[config.mk]
export PLATFORM = sky130hd
export DESIGN_NAME = joystick_differential_mixer
export DESIGN_NICKNAME = d
export VERILOG_FILES = /design/src/rtl/jdm_pkg.sv /design/src/rtl/joystick_differential_mixer.sv
export SDC_FILE = /design/constraint.sdc
export NUM_CORES = 2
export LEC_CHECK = 0
export BUFFER_PORTS_ARGS = -buffer_cell sky130_fd_sc_hd__clkbuf_2
export CORE_MARGIN = 5
export CORE_UTILIZATION = 50
export CTS_CLUSTER_SIZE = 40
export DETAILED_ROUTE_END_ITERATION = 6
export PLACE_DENSITY = 0.69
export REMOVE_ABC_BUFFERS = 1
export SLEW_MARGIN = 20
export SYNTH_ARGS = -nofsm -noshare
export SYNTH_HDL_FRONTEND = slang
export SYNTH_SLANG_ARGS = --single-unit
[constraint.sdc]
create_clock -name clk -period 15.7 [get_ports clk]
set_clock_uncertainty 0.15 [all_clocks]
set_input_delay 1.57 -clock clk [delete_from_list [all_inputs] [get_ports clk]]
set_output_delay 1.57 -clock clk [all_outputs]
set_load 0.01 [all_outputs]
[src/rtl/jdm_pkg.sv]
// jdm_pkg: shared constants for the joystick differential mixer
// register indexes, reset values and datapath widths
// no dependencies
package jdm_pkg;

  localparam int RANGE_MAX = 255;

  localparam int AXIS_W = 9;
  localparam int CFG_W  = 8;
  localparam int TDATA_W = 24;

  // register indexes on the configuration port
  localparam logic REG_RANGE = 1'b0;
  localparam logic REG_PIVOT = 1'b1;

  localparam logic [CFG_W-1:0] RANGE_RESET = 8'd127;
  localparam logic [CFG_W-1:0] PIVOT_RESET = 8'd32;

  // divider geometry
  localparam int Q_W   = 8;   // quotient magnitude bits
  localparam int D_W   = 16;  // divisor l*r
  localparam int REM_W = 27;  // numerator magnitude / remainder

endpackage

[src/rtl/joystick_differential_mixer.sv]
// joystick_differential_mixer: one-stick tank steering mixer
// accepts one item per cycle unless out_tready back pressure stalls the pipeline
// divider is restoring, one quotient bit per stage, eight stages deep
// full pipeline with per-stage valids; bubbles collapse under back pressure
// rst_n (sync, active low) clears valids and loads range 127, pivot 32
// depends on jdm_pkg
module joystick_differential_mixer
  import jdm_pkg::*;
(
  input  logic                 clk,
  input  logic                 rst_n,
  // configuration
  input  logic                 cfg_we,
  input  logic                 cfg_index,
  input  logic [CFG_W-1:0]     cfg_wdata,
  // input stream
  input  logic                 in_tvalid,
  output logic                 in_tready,
  input  logic [TDATA_W-1:0]   in_tdata,   // [8:0] stick_x, [17:9] stick_y, rest zero
  // result stream
  output logic                 out_tvalid,
  input  logic                 out_tready,
  output logic [TDATA_W-1:0]   out_tdata   // [8:0] left_drive, [17:9] right_drive, rest zero
);

  localparam int NST = 13;
  localparam int DIV0 = 3;  // stage index of the divider entry register

  logic [CFG_W-1:0] range_r, pivot_r;
  logic [NST-1:0]   v_r;
  logic [NST:0]     en;

  // ---------------- configuration ----------------
  always_ff @(posedge clk) begin
    if (!rst_n) begin
      range_r <= RANGE_RESET;
      pivot_r <= PIVOT_RESET;
    end else if (cfg_we) begin
      case (cfg_index)
        REG_RANGE: range_r <= cfg_wdata;
        REG_PIVOT: pivot_r <= cfg_wdata;
        default: ;
      endcase
    end
  end

  // ---------------- flow control ----------------
  always_comb begin
    en[NST] = out_tready;
    for (int k = NST - 1; k >= 0; k--) begin
      en[k] = !v_r[k] || en[k+1];
    end
  end

  assign in_tready = en[0];

  always_ff @(posedge clk) begin
    if (!rst_n) begin
      v_r <= '0;
    end else begin
      if (en[0]) v_r[0] <= in_tvalid;
      for (int k = 1; k < NST; k++) begin
        if (en[k]) v_r[k] <= v_r[k-1];
      end
    end
  end

  // ---------------- stage 1: clamp, premix, pivot weight ----------------
  logic signed [8:0] sx, sy, cx, cy, nx, ny;
  logic signed [9:0] x10, y10, rs10, nrs10;
  logic [7:0] r_c, ax_mag, ay_mag, dim, a_c, l_eff, w_c, pl_c, pr_c;
  logic       dirsel;

  assign sx = $signed(in_tdata[8:0]);
  assign sy = $signed(in_tdata[17:9]);

  always_comb begin
    r_c = (32'(range_r) > RANGE_MAX) ? CFG_W'(RANGE_MAX) : range_r;
    rs10  = $signed({2'b00, r_c});
    nrs10 = -rs10;
    x10 = {sx[8], sx};
    y10 = {sy[8], sy};
    if (x10 > rs10)       cx = $signed(rs10[8:0]);
    else if (x10 < nrs10) cx = $signed(nrs10[8:0]);
    else                  cx = sx;
    if (y10 > rs10)       cy = $signed(rs10[8:0]);
    else if (y10 < nrs10) cy = $signed(nrs10[8:0]);
    else                  cy = sy;
    nx = -cx;
    ny = -cy;
    ax_mag = cx[8] ? nx[7:0] : cx[7:0];
    ay_mag = cy[8] ? ny[7:0] : cy[7:0];
    dim    = r_c - ax_mag;
    a_c    = (ay_mag <= pivot_r) ? (pivot_r - ay_mag) : 8'd0;
    // no pivot when the limit is zero: weight stays 0, scale by r alone
    l_eff  = (pivot_r == 8'd0) ? 8'd1 : pivot_r;
    w_c    = l_eff - a_c;
    // full drive on the outer wheel, dimmed drive on the inner one
    dirsel = ~cx[8] ^ cy[8];
    pl_c   = dirsel ? r_c : dim;
    pr_c   = dirsel ? dim : r_c;
  end

  logic signed [8:0] x1_r, y1_r;
  logic [7:0] r1_r, l1_r, a1_r, w1_r, pl1_r, pr1_r;

  always_ff @(posedge clk) begin
    if (en[0]) begin
      x1_r  <= cx;
      y1_r  <= cy;
      r1_r  <= r_c;
      l1_r  <= l_eff;
      a1_r  <= a_c;
      w1_r  <= w_c;
      pl1_r <= pl_c;
      pr1_r <= pr_c;
    end
  end

  // ---------------- stage 2: first products ----------------
  logic [15:0]        wl_nxt, wr_nxt, d_nxt;
  logic signed [17:0] ax_nxt;

  always_comb begin
    wl_nxt = 16'(w1_r) * 16'(pl1_r);
    wr_nxt = 16'(w1_r) * 16'(pr1_r);
    ax_nxt = 18'($signed({1'b0, a1_r})) * 18'(x1_r);
    // zero range gives a zero numerator; keep the divisor nonzero
    d_nxt  = (r1_r == 8'd0) ? 16'd1 : 16'(l1_r) * 16'(r1_r);
  end

  logic [15:0]        wl2_r, wr2_r, d2_r;
  logic signed [17:0] ax2_r;
  logic signed [8:0]  y2_r;
  logic [7:0]         r2_r;

  always_ff @(posedge clk) begin
    if (en[1]) begin
      wl2_r <= wl_nxt;
      wr2_r <= wr_nxt;
      d2_r  <= d_nxt;
      ax2_r <= ax_nxt;
      y2_r  <= y1_r;
      r2_r  <= r1_r;
    end
  end

  // ---------------- stage 3: second products ----------------
  logic signed [25:0] t1l_nxt, t1r_nxt;
  logic signed [26:0] t2_nxt;

  always_comb begin
    t1l_nxt = 26'($signed({1'b0, wl2_r})) * 26'(y2_r);
    t1r_nxt = 26'($signed({1'b0, wr2_r})) * 26'(y2_r);
    t2_nxt  = 27'(ax2_r) * 27'($signed({1'b0, r2_r}));
  end

  logic signed [25:0] t1l3_r, t1r3_r;
  logic signed [26:0] t23_r;
  logic [D_W-1:0]     d3_r;

  always_ff @(posedge clk) begin
    if (en[2]) begin
      t1l3_r <= t1l_nxt;
      t1r3_r <= t1r_nxt;
      t23_r  <= t2_nxt;
      d3_r   <= d2_r;
    end
  end

  // ---------------- stage 4: numerator sum and magnitude ----------------
  logic signed [26:0] nl, nr, nl_neg, nr_neg;

  always_comb begin
    nl = {t1l3_r[25], t1l3_r} + t23_r;   // pivot +x on the left
    nr = {t1r3_r[25], t1r3_r} - t23_r;   // pivot -x on the right
    nl_neg = -nl;
    nr_neg = -nr;
  end

  logic [REM_W-1:0] reml_r [0:Q_W];
  logic [REM_W-1:0] remr_r [0:Q_W];
  logic [Q_W-1:0]   ql_r   [0:Q_W];
  logic [Q_W-1:0]   qr_r   [0:Q_W];
  logic             negl_r [0:Q_W];
  logic             negr_r [0:Q_W];
  logic [D_W-1:0]   dd_r   [0:Q_W];

  always_ff @(posedge clk) begin
    if (en[DIV0]) begin
      reml_r[0] <= nl[26] ? nl_neg : nl;
      remr_r[0] <= nr[26] ? nr_neg : nr;
      ql_r[0]   <= '0;
      qr_r[0]   <= '0;
      negl_r[0] <= nl[26];
      negr_r[0] <= nr[26];
      dd_r[0]   <= d3_r;
    end
  end

  // ---------------- divider: one quotient bit per stage ----------------
  for (genvar j = 1; j <= Q_W; j++) begin : g_div
    localparam int SH = Q_W - j;
    logic [REM_W-1:0] ds;
    logic [REM_W-1:0] reml_nxt, remr_nxt;
    logic [Q_W-1:0]   ql_nxt, qr_nxt;

    always_comb begin
      ds       = REM_W'(dd_r[j-1]) << SH;
      reml_nxt = reml_r[j-1];
      remr_nxt = remr_r[j-1];
      ql_nxt   = ql_r[j-1];
      qr_nxt   = qr_r[j-1];
      if (reml_r[j-1] >= ds) begin
        reml_nxt = reml_r[j-1] - ds;
        ql_nxt   = ql_r[j-1] | (Q_W'(1) << SH);
      end
      if (remr_r[j-1] >= ds) begin
        remr_nxt = remr_r[j-1] - ds;
        qr_nxt   = qr_r[j-1] | (Q_W'(1) << SH);
      end
    end

    always_ff @(posedge clk) begin
      if (en[DIV0 + j]) begin
        reml_r[j] <= reml_nxt;
        remr_r[j] <= remr_nxt;
        ql_r[j]   <= ql_nxt;
        qr_r[j]   <= qr_nxt;
        negl_r[j] <= negl_r[j-1];
        negr_r[j] <= negr_r[j-1];
        dd_r[j]   <= dd_r[j-1];
      end
    end
  end

  // ---------------- output: restore sign ----------------
  logic signed [8:0] ql_s, qr_s, left_nxt, right_nxt;
  logic signed [8:0] left_r, right_r;

  always_comb begin
    ql_s      = $signed({1'b0, ql_r[Q_W]});
    qr_s      = $signed({1'b0, qr_r[Q_W]});
    left_nxt  = negl_r[Q_W] ? -ql_s : ql_s;
    right_nxt = negr_r[Q_W] ? -qr_s : qr_s;
  end

  always_ff @(posedge clk) begin
    if (en[NST-1]) begin
      left_r  <= left_nxt;
      right_r <= right_nxt;
    end
  end

  assign out_tvalid = v_r[NST-1];
  assign out_tdata  = {6'd0, right_r, left_r};

endmodule
# [Word level (Yosys, flattened, before mapping)]
# Memories as Yosys holds them, arrays and structs flattened.
# Cells that the tools add are included.
[classes] n_addsub=28 mul=7 div=0 order_cmp=21 n_eq_ne=0 n_shift=0 muxes=64 bitwise_logic=3 reduce_logical=30
[ops] cell="27-bit 2-to-1 mux" n=18
[ops] cell="8-bit 2-to-1 mux" n=10
[ops] cell="27-bit by 16-bit greater-or-equal comparator with 1-bit output" n=2
[ops] cell="27-bit by 17-bit greater-or-equal comparator with 1-bit output" n=2
[ops] cell="27-bit by 18-bit greater-or-equal comparator with 1-bit output" n=2
[ops] cell="27-bit by 19-bit greater-or-equal comparator with 1-bit output" n=2
[ops] cell="27-bit by 20-bit greater-or-equal comparator with 1-bit output" n=2
[ops] cell="27-bit by 21-bit greater-or-equal comparator with 1-bit output" n=2
[ops] cell="27-bit by 22-bit greater-or-equal comparator with 1-bit output" n=2
[ops] cell="27-bit by 23-bit greater-or-equal comparator with 1-bit output" n=2
[ops] cell="27-bit negation" n=2
[ops] cell="27-bit by 16-bit subtractor with 27-bit output" n=2
[ops] cell="27-bit by 17-bit subtractor with 27-bit output" n=2
[ops] cell="27-bit by 18-bit subtractor with 27-bit output" n=2
[ops] cell="27-bit by 19-bit subtractor with 27-bit output" n=2
[ops] cell="27-bit by 20-bit subtractor with 27-bit output" n=2
[ops] cell="27-bit by 21-bit subtractor with 27-bit output" n=2
[ops] cell="27-bit by 22-bit subtractor with 27-bit output" n=2
[ops] cell="27-bit by 23-bit subtractor with 27-bit output" n=2
[ops] cell="17-bit by 9-bit multiplier with 26-bit output" n=2
[ops] cell="8-bit by 8-bit multiplier with 16-bit output" n=3
[ops] cell="9-bit 2-to-1 mux" n=4
[ops] cell="27-bit adder" n=1
[ops] cell="18-bit by 9-bit multiplier with 27-bit output" n=1
[ops] cell="other kinds (22)" n=80
[totals] register_bits=291 latch_bits=0 ram_bits=792 romBits=0 inputBits=38 mem_count=7
[memory_table] name="reml_r" words=9 word_bits=27 read_ports=8 rd_ports_with_merged_regs=0 write_ports=9 line="joystick_differential_mixer.sv:181" text="logic [REM_W-1:0] reml_r [0:Q_W];"
[memory_table] name="remr_r" words=9 word_bits=27 read_ports=8 rd_ports_with_merged_regs=0 write_ports=9 line="joystick_differential_mixer.sv:182" text="logic [REM_W-1:0] remr_r [0:Q_W];"
[memory_table] name="dd_r" words=9 word_bits=16 read_ports=8 rd_ports_with_merged_regs=0 write_ports=9 line="joystick_differential_mixer.sv:187" text="logic [D_W-1:0] dd_r [0:Q_W];"
[memory_table] name="ql_r" words=9 word_bits=8 read_ports=9 rd_ports_with_merged_regs=0 write_ports=9 line="joystick_differential_mixer.sv:183" text="logic [Q_W-1:0] ql_r [0:Q_W];"
[memory_table] name="qr_r" words=9 word_bits=8 read_ports=9 rd_ports_with_merged_regs=0 write_ports=9 line="joystick_differential_mixer.sv:184" text="logic [Q_W-1:0] qr_r [0:Q_W];"
[memory_table] name="negl_r" words=9 word_bits=1 read_ports=9 rd_ports_with_merged_regs=0 write_ports=9 line="joystick_differential_mixer.sv:185" text="logic negl_r [0:Q_W];"
[memory_table] name="+1 memories"

# [Longest topological paths before layout]
[depth] ltp_word=14 mapped_depth=38 depth_no_buf=36

# [Worst setup path after synthesis]
# Ideal clock, no wire load.
[synth_path] kind="input to register" start="input in_tdata[10]" end="register w1_r[7] (data pin)" setup_ns=0.259 arrival_ns=7.019 slack_ns=8.272 path_stages=30 n_path_buf=1 path_cell_list="ha_1 -> nor2b_1 -> o21a_1 -> o21ai_0 -> a221o_1 -> a211oi_1 -> clkbuf_1 -> nand2b_1 -> mux2i_1 -> inv_1 -> ha_1 -> mux2i_1 -> fa_1 -> a21oi_1 -> o21bai_1 -> a21o_1 -> a21oi_1 -> o21ai_0 -> a21o_1 -> a21o_1 -> nand2_1 -> ha_1 -> a21oi_1 -> o21ai_0 -> a21oi_1 -> o21bai_1 -> a21o_1 -> a21oi_1 -> xnor2_1 -> xnor2_1"
[synth_between] elab_chain_len=8 elab_cells_between_ends=10 cone_classes="add/sub (3); order compare (3); mux (4)"
[synth_rtl] item="start: declaration" line="joystick_differential_mixer.sv:19" text="input logic [TDATA_W-1:0] in_tdata,"
[synth_rtl] item="9-bit by 10-bit less-than comparator with 1-bit output" line="joystick_differential_mixer.sv:87" text="else if (y10 < nrs10) cy = $signed(nrs10[8:0]);"
[synth_rtl] item="9-bit 2-to-1 mux" line="joystick_differential_mixer.sv:87"
[synth_rtl] item="9-bit 2-to-1 mux *" line="joystick_differential_mixer.sv:86" text="if (y10 > rs10) cy = $signed(rs10[8:0]);"
[synth_rtl] item="8-bit negation" line="joystick_differential_mixer.sv:90" text="ny = -cy;"
[synth_rtl] item="8-bit 2-to-1 mux *" line="joystick_differential_mixer.sv:92" text="ay_mag = cy[8] ? ny[7:0] : cy[7:0];"
[synth_rtl] item="via ay_mag[0]" line="joystick_differential_mixer.sv:71" text="logic [7:0] r_c, ax_mag, ay_mag, dim, a_c, l_eff, w_c, pl_c, pr_c;"
[synth_rtl] item="8-bit subtractor / 8-bit <= comparator (equally long branches)" line="joystick_differential_mixer.sv:94" text="a_c = (ay_mag <= pivot_r) ? (pivot_r - ay_mag) : 8'd0;"
[synth_rtl] item="8-bit 2-to-1 mux *" line="joystick_differential_mixer.sv:94"
[synth_rtl] item="8-bit subtractor *" line="joystick_differential_mixer.sv:97" text="w_c = l_eff - a_c;"
[synth_rtl] item="via w_c[7]" line="joystick_differential_mixer.sv:71"
[synth_rtl] item="end signal: assignment" line="joystick_differential_mixer.sv:114" text="w1_r <= w_c;"
[synth_rtl] item="end: declaration" line="joystick_differential_mixer.sv:105" text="logic [7:0] r1_r, l1_r, a1_r, w1_r, pl1_r, pr1_r;"
# The timed path passes the listed nets; every way through them passes the cells marked *.
# A chain may end at the register's enable or synchronous reset.

# [Final worst setup path]
[layout_path] start="register range_r[1] (netlist: r_c[1])" end="register w1_r[7] (data pin)"
[layout_between] elab_chain_len=9 elab_cells_between_ends=11 cone_classes="add/sub (4); order compare (3); mux (4)"
[layout_rtl] item="start: declaration" line="joystick_differential_mixer.sv:29" text="logic [CFG_W-1:0] range_r, pivot_r;"
[layout_rtl] item="start signal: assignment" line="joystick_differential_mixer.sv:40" text="REG_RANGE: range_r <= cfg_wdata;"
[layout_rtl] item="8-bit negation with 10-bit output" line="joystick_differential_mixer.sv:80" text="nrs10 = -rs10;"
[layout_rtl] item="9-bit by 10-bit less-than comparator with 1-bit output" line="joystick_differential_mixer.sv:87"
[layout_rtl] item="9-bit 2-to-1 mux" line="joystick_differential_mixer.sv:87"
[layout_rtl] item="9-bit 2-to-1 mux *" line="joystick_differential_mixer.sv:86"
[layout_rtl] item="via cy[1]" line="joystick_differential_mixer.sv:69" text="logic signed [8:0] sx, sy, cx, cy, nx, ny;"
[layout_rtl] item="8-bit negation" line="joystick_differential_mixer.sv:90"
[layout_rtl] item="8-bit 2-to-1 mux *" line="joystick_differential_mixer.sv:92"
[layout_rtl] item="8-bit subtractor / 8-bit <= comparator (equally long branches)" line="joystick_differential_mixer.sv:94"
[layout_rtl] item="8-bit 2-to-1 mux *" line="joystick_differential_mixer.sv:94"
[layout_rtl] item="8-bit subtractor *" line="joystick_differential_mixer.sv:97"
[layout_rtl] item="via w_c[7]" line="joystick_differential_mixer.sv:71"
# Marks and branches as above.

==> qor.yml <==
routing:
  drt_iter0_drc: 2604
  routed_wl_um: 166000
  drc: 0
  vias: 49400
  drtPass1Iterations: 5
  vias_per_cell: 5.44
  ant_nets: 0
  wl_per_cell_um: 18.3
clocking:
  cts.htree.levels: 3
  cts_hold_buf: 0
  clock_latency_ns: 0.73
  cts_num_sinks: 941
  cts_setup_buffers: 0
  cts_root_buf: "clkbuf_16"
  clk_pin_slew_worst_paths_ns: 0.06
  cts_tree: "done"
  cts_buffers: 101
  cts_resized: 0
  ctsLongestPathBuffers: 3
synthesis:
  synth_seq_cells: 941
  syn_inst: 7041
  avgSynthCellArea_um2: 10.4
  ys_types: 94
  netlist_area_um2: 73600
  synth_edf_count: 912
  yosysWarnings: 0
  yosysSeqAreaShare: 0.380
  async_flop_share: 0
  yosys_most_used_dff: "edfxtp_1"
cells_and_area:
  final_common_cell: "edfxtp_1"
  fill_cells: 12700
  drive_gt1_frac: 0.0515
  synthToLayoutAreaGrowth_pct: 7.95
  final_cells: 9078
  final_cell_mix: "912 x edfxtp_1, 893 x inv_1, 714 x ha_1"
  final_nets: 8306
  fin_area_um2: 79400
floorplanning:
  rows: 140
  fp.dieW_um: 394
  die_h_um: 394
  io_pins: 64
  die_area_um2: 155000
  coreArea_um2: 146000
  start_util: 0.504
global_route:
  antenna_found_initial: 0
  grt_use_total: 0.215
  grt_max_degree: 81
  grt_pass1_vias: 51100
  grt_pass1_wl_um: 268000
  overflow: 0
sta:
  tns_ns: 0
  finalMaxSlewViolations: 0
  max_slew.worst_pin.slew_ns: 1.03
  maxSlewHeadroom: 0.309
  rsz0062_at_grt: "no"
  period_share: 0.496
  setup_viol: 0
  layout_min_cycle_time_ns: 7.78
  hold_viol: 0
  fmax_mhz: 129
min_path:
  hold_class: "reg -> reg"
job:
  max-cap-violations: 0
place:
  place_area_um2: 75900
  dp.final_hpwl_um: 135000
  port_buffers: 51
  gp_congestion: 0.940
  place_inst: 8886
critical_path:
  start_kind: "register"
  worst_setup_path_end_kind: "register"
  max_stage_delay_ns: 0.63
  path_max_fanout: 18
  crit_family: "compound AO/OA/AOI/OAI gates"
  cp_slowest_cell: "o21ai_2"
  cp.arrival_ns: 8.05
  worstSetupPathType: "reg -> reg"
  cp_num_buf_inv: 2
  cpMostUsedCell: "a21oi_1"
  crit_required_ns: 15.97
status:
  status: "completed"
per-stage QoR:
| step | hold WS, ns | setup slack, ns | util |
|---|---|---|---|
| after global routing | 0.258 | 7.27 | 0.544 |
| after CTS | 0.241 | 8.00 | 0.544 |
| after global placement | 0.252 | 7.68 | 0.520 |
| after floorplan | 0.250 | 7.98 | - |
| final | 0.252 | 7.92 | 0.544 |
| after detailed placement | 0.255 | 7.76 | 0.520 |
worst paths after layout:
| path | start | endpoint | slack, ns | depth (start not counted) |
|---|---|---|---|---|
| worst max-delay path | r_c[1] | w1_r[7] | 7.92 | 32 |
| worst min-delay path | qr_r[0][47] | qr_r[0][55] | 0.25 | 0 |
| worst max register to register | r_c[1] | w1_r[7] | 7.92 | 32 |
| worst min register to register | qr_r[0][47] | qr_r[0][55] | 0.25 | 0 |
sequential cells by signal, indices dropped and copies added, names as in the netlist, 18 cells and up:
name	cells
t23_r	27
remr_r	216
qr_r	36
ql_r	36
t1r3_r	26
ax2_r	18
t1l3_r	26
dd_r	128
reml_r	216
routing by layer:
layer,GRT usage,vias up,wire [um]
met2,0.401,968,86500
met5,0,-,0
met4,0.129,0,12100
met3,0.0230,402,4720
li1,-,24300,-
met1,0.235,23800,63000
worst reg2reg max path, delay by kind of cell, from the launching register on:
| kind | cells | cell delay [ns] |
|---|---|---|
| buf+inv | 2 | 0.44 |
| mux | 1 | 0.10 |
| simple gates | 3 | 0.81 |
| fa+ha+maj | 5 | 1.64 |
| compound gates | 19 | 3.68 |
| flops | 1 | 0.45 |
| xor+xnor | 2 | 0.23 |
kinds of logic after synthesis:
logic type	share of synthesized area
buffers and inverters	0.0549
muxes	0.00842
xor gates and xnor gates	0.0596
AOI/OAI and AO/OA	0.105
and+or+nand+nor	0.139
DFF	0.380
other	0.0000510
adders and majority gates	0.253
cell usage after synthesis (43+ instances only):
library cell,n,share of area
clkbuf_1,145,0.0074
edfxtp_1,912,0.37
a21o_1,138,0.014
o21ai_0,286,0.019
a21oi_1,386,0.026
nor3_1,128,0.0087
nand2b_1,107,0.0091
xor2_1,168,0.020
a21boi_0,50,0.0051
and2_1,349,0.030
inv_1,900,0.046
o21a_1,60,0.0061
nand3_1,77,0.0052
xnor2_1,327,0.039
or3_1,54,0.0046
nor2_1,353,0.018
nor4_1,43,0.0037
nand2_1,668,0.034
nand4_1,50,0.0043
fa_1,482,0.13
nor2b_1,82,0.0070
ha_1,714,0.12
area by class of cell:
type / instances / area (um^2) / share of cell area
well taps: 1917 / 2400 / 0.0302
repair buffers: 85 / 510 / 0.00643
clock inverters: 76 / 898 / 0.0113
inverters: 904 / 3400 / 0.0428
multi-input cells: 5039 / 41600 / 0.524
flip-flops and latches: 941 / 28000 / 0.352
diodes: 1 / 2.50 / 0.0000315
clock buffers: 115 / 2590 / 0.0326
Power is left out: the tool's default activity adds up to more than one toggle a clock period on the data nets, which glitch-free logic cannot reach.
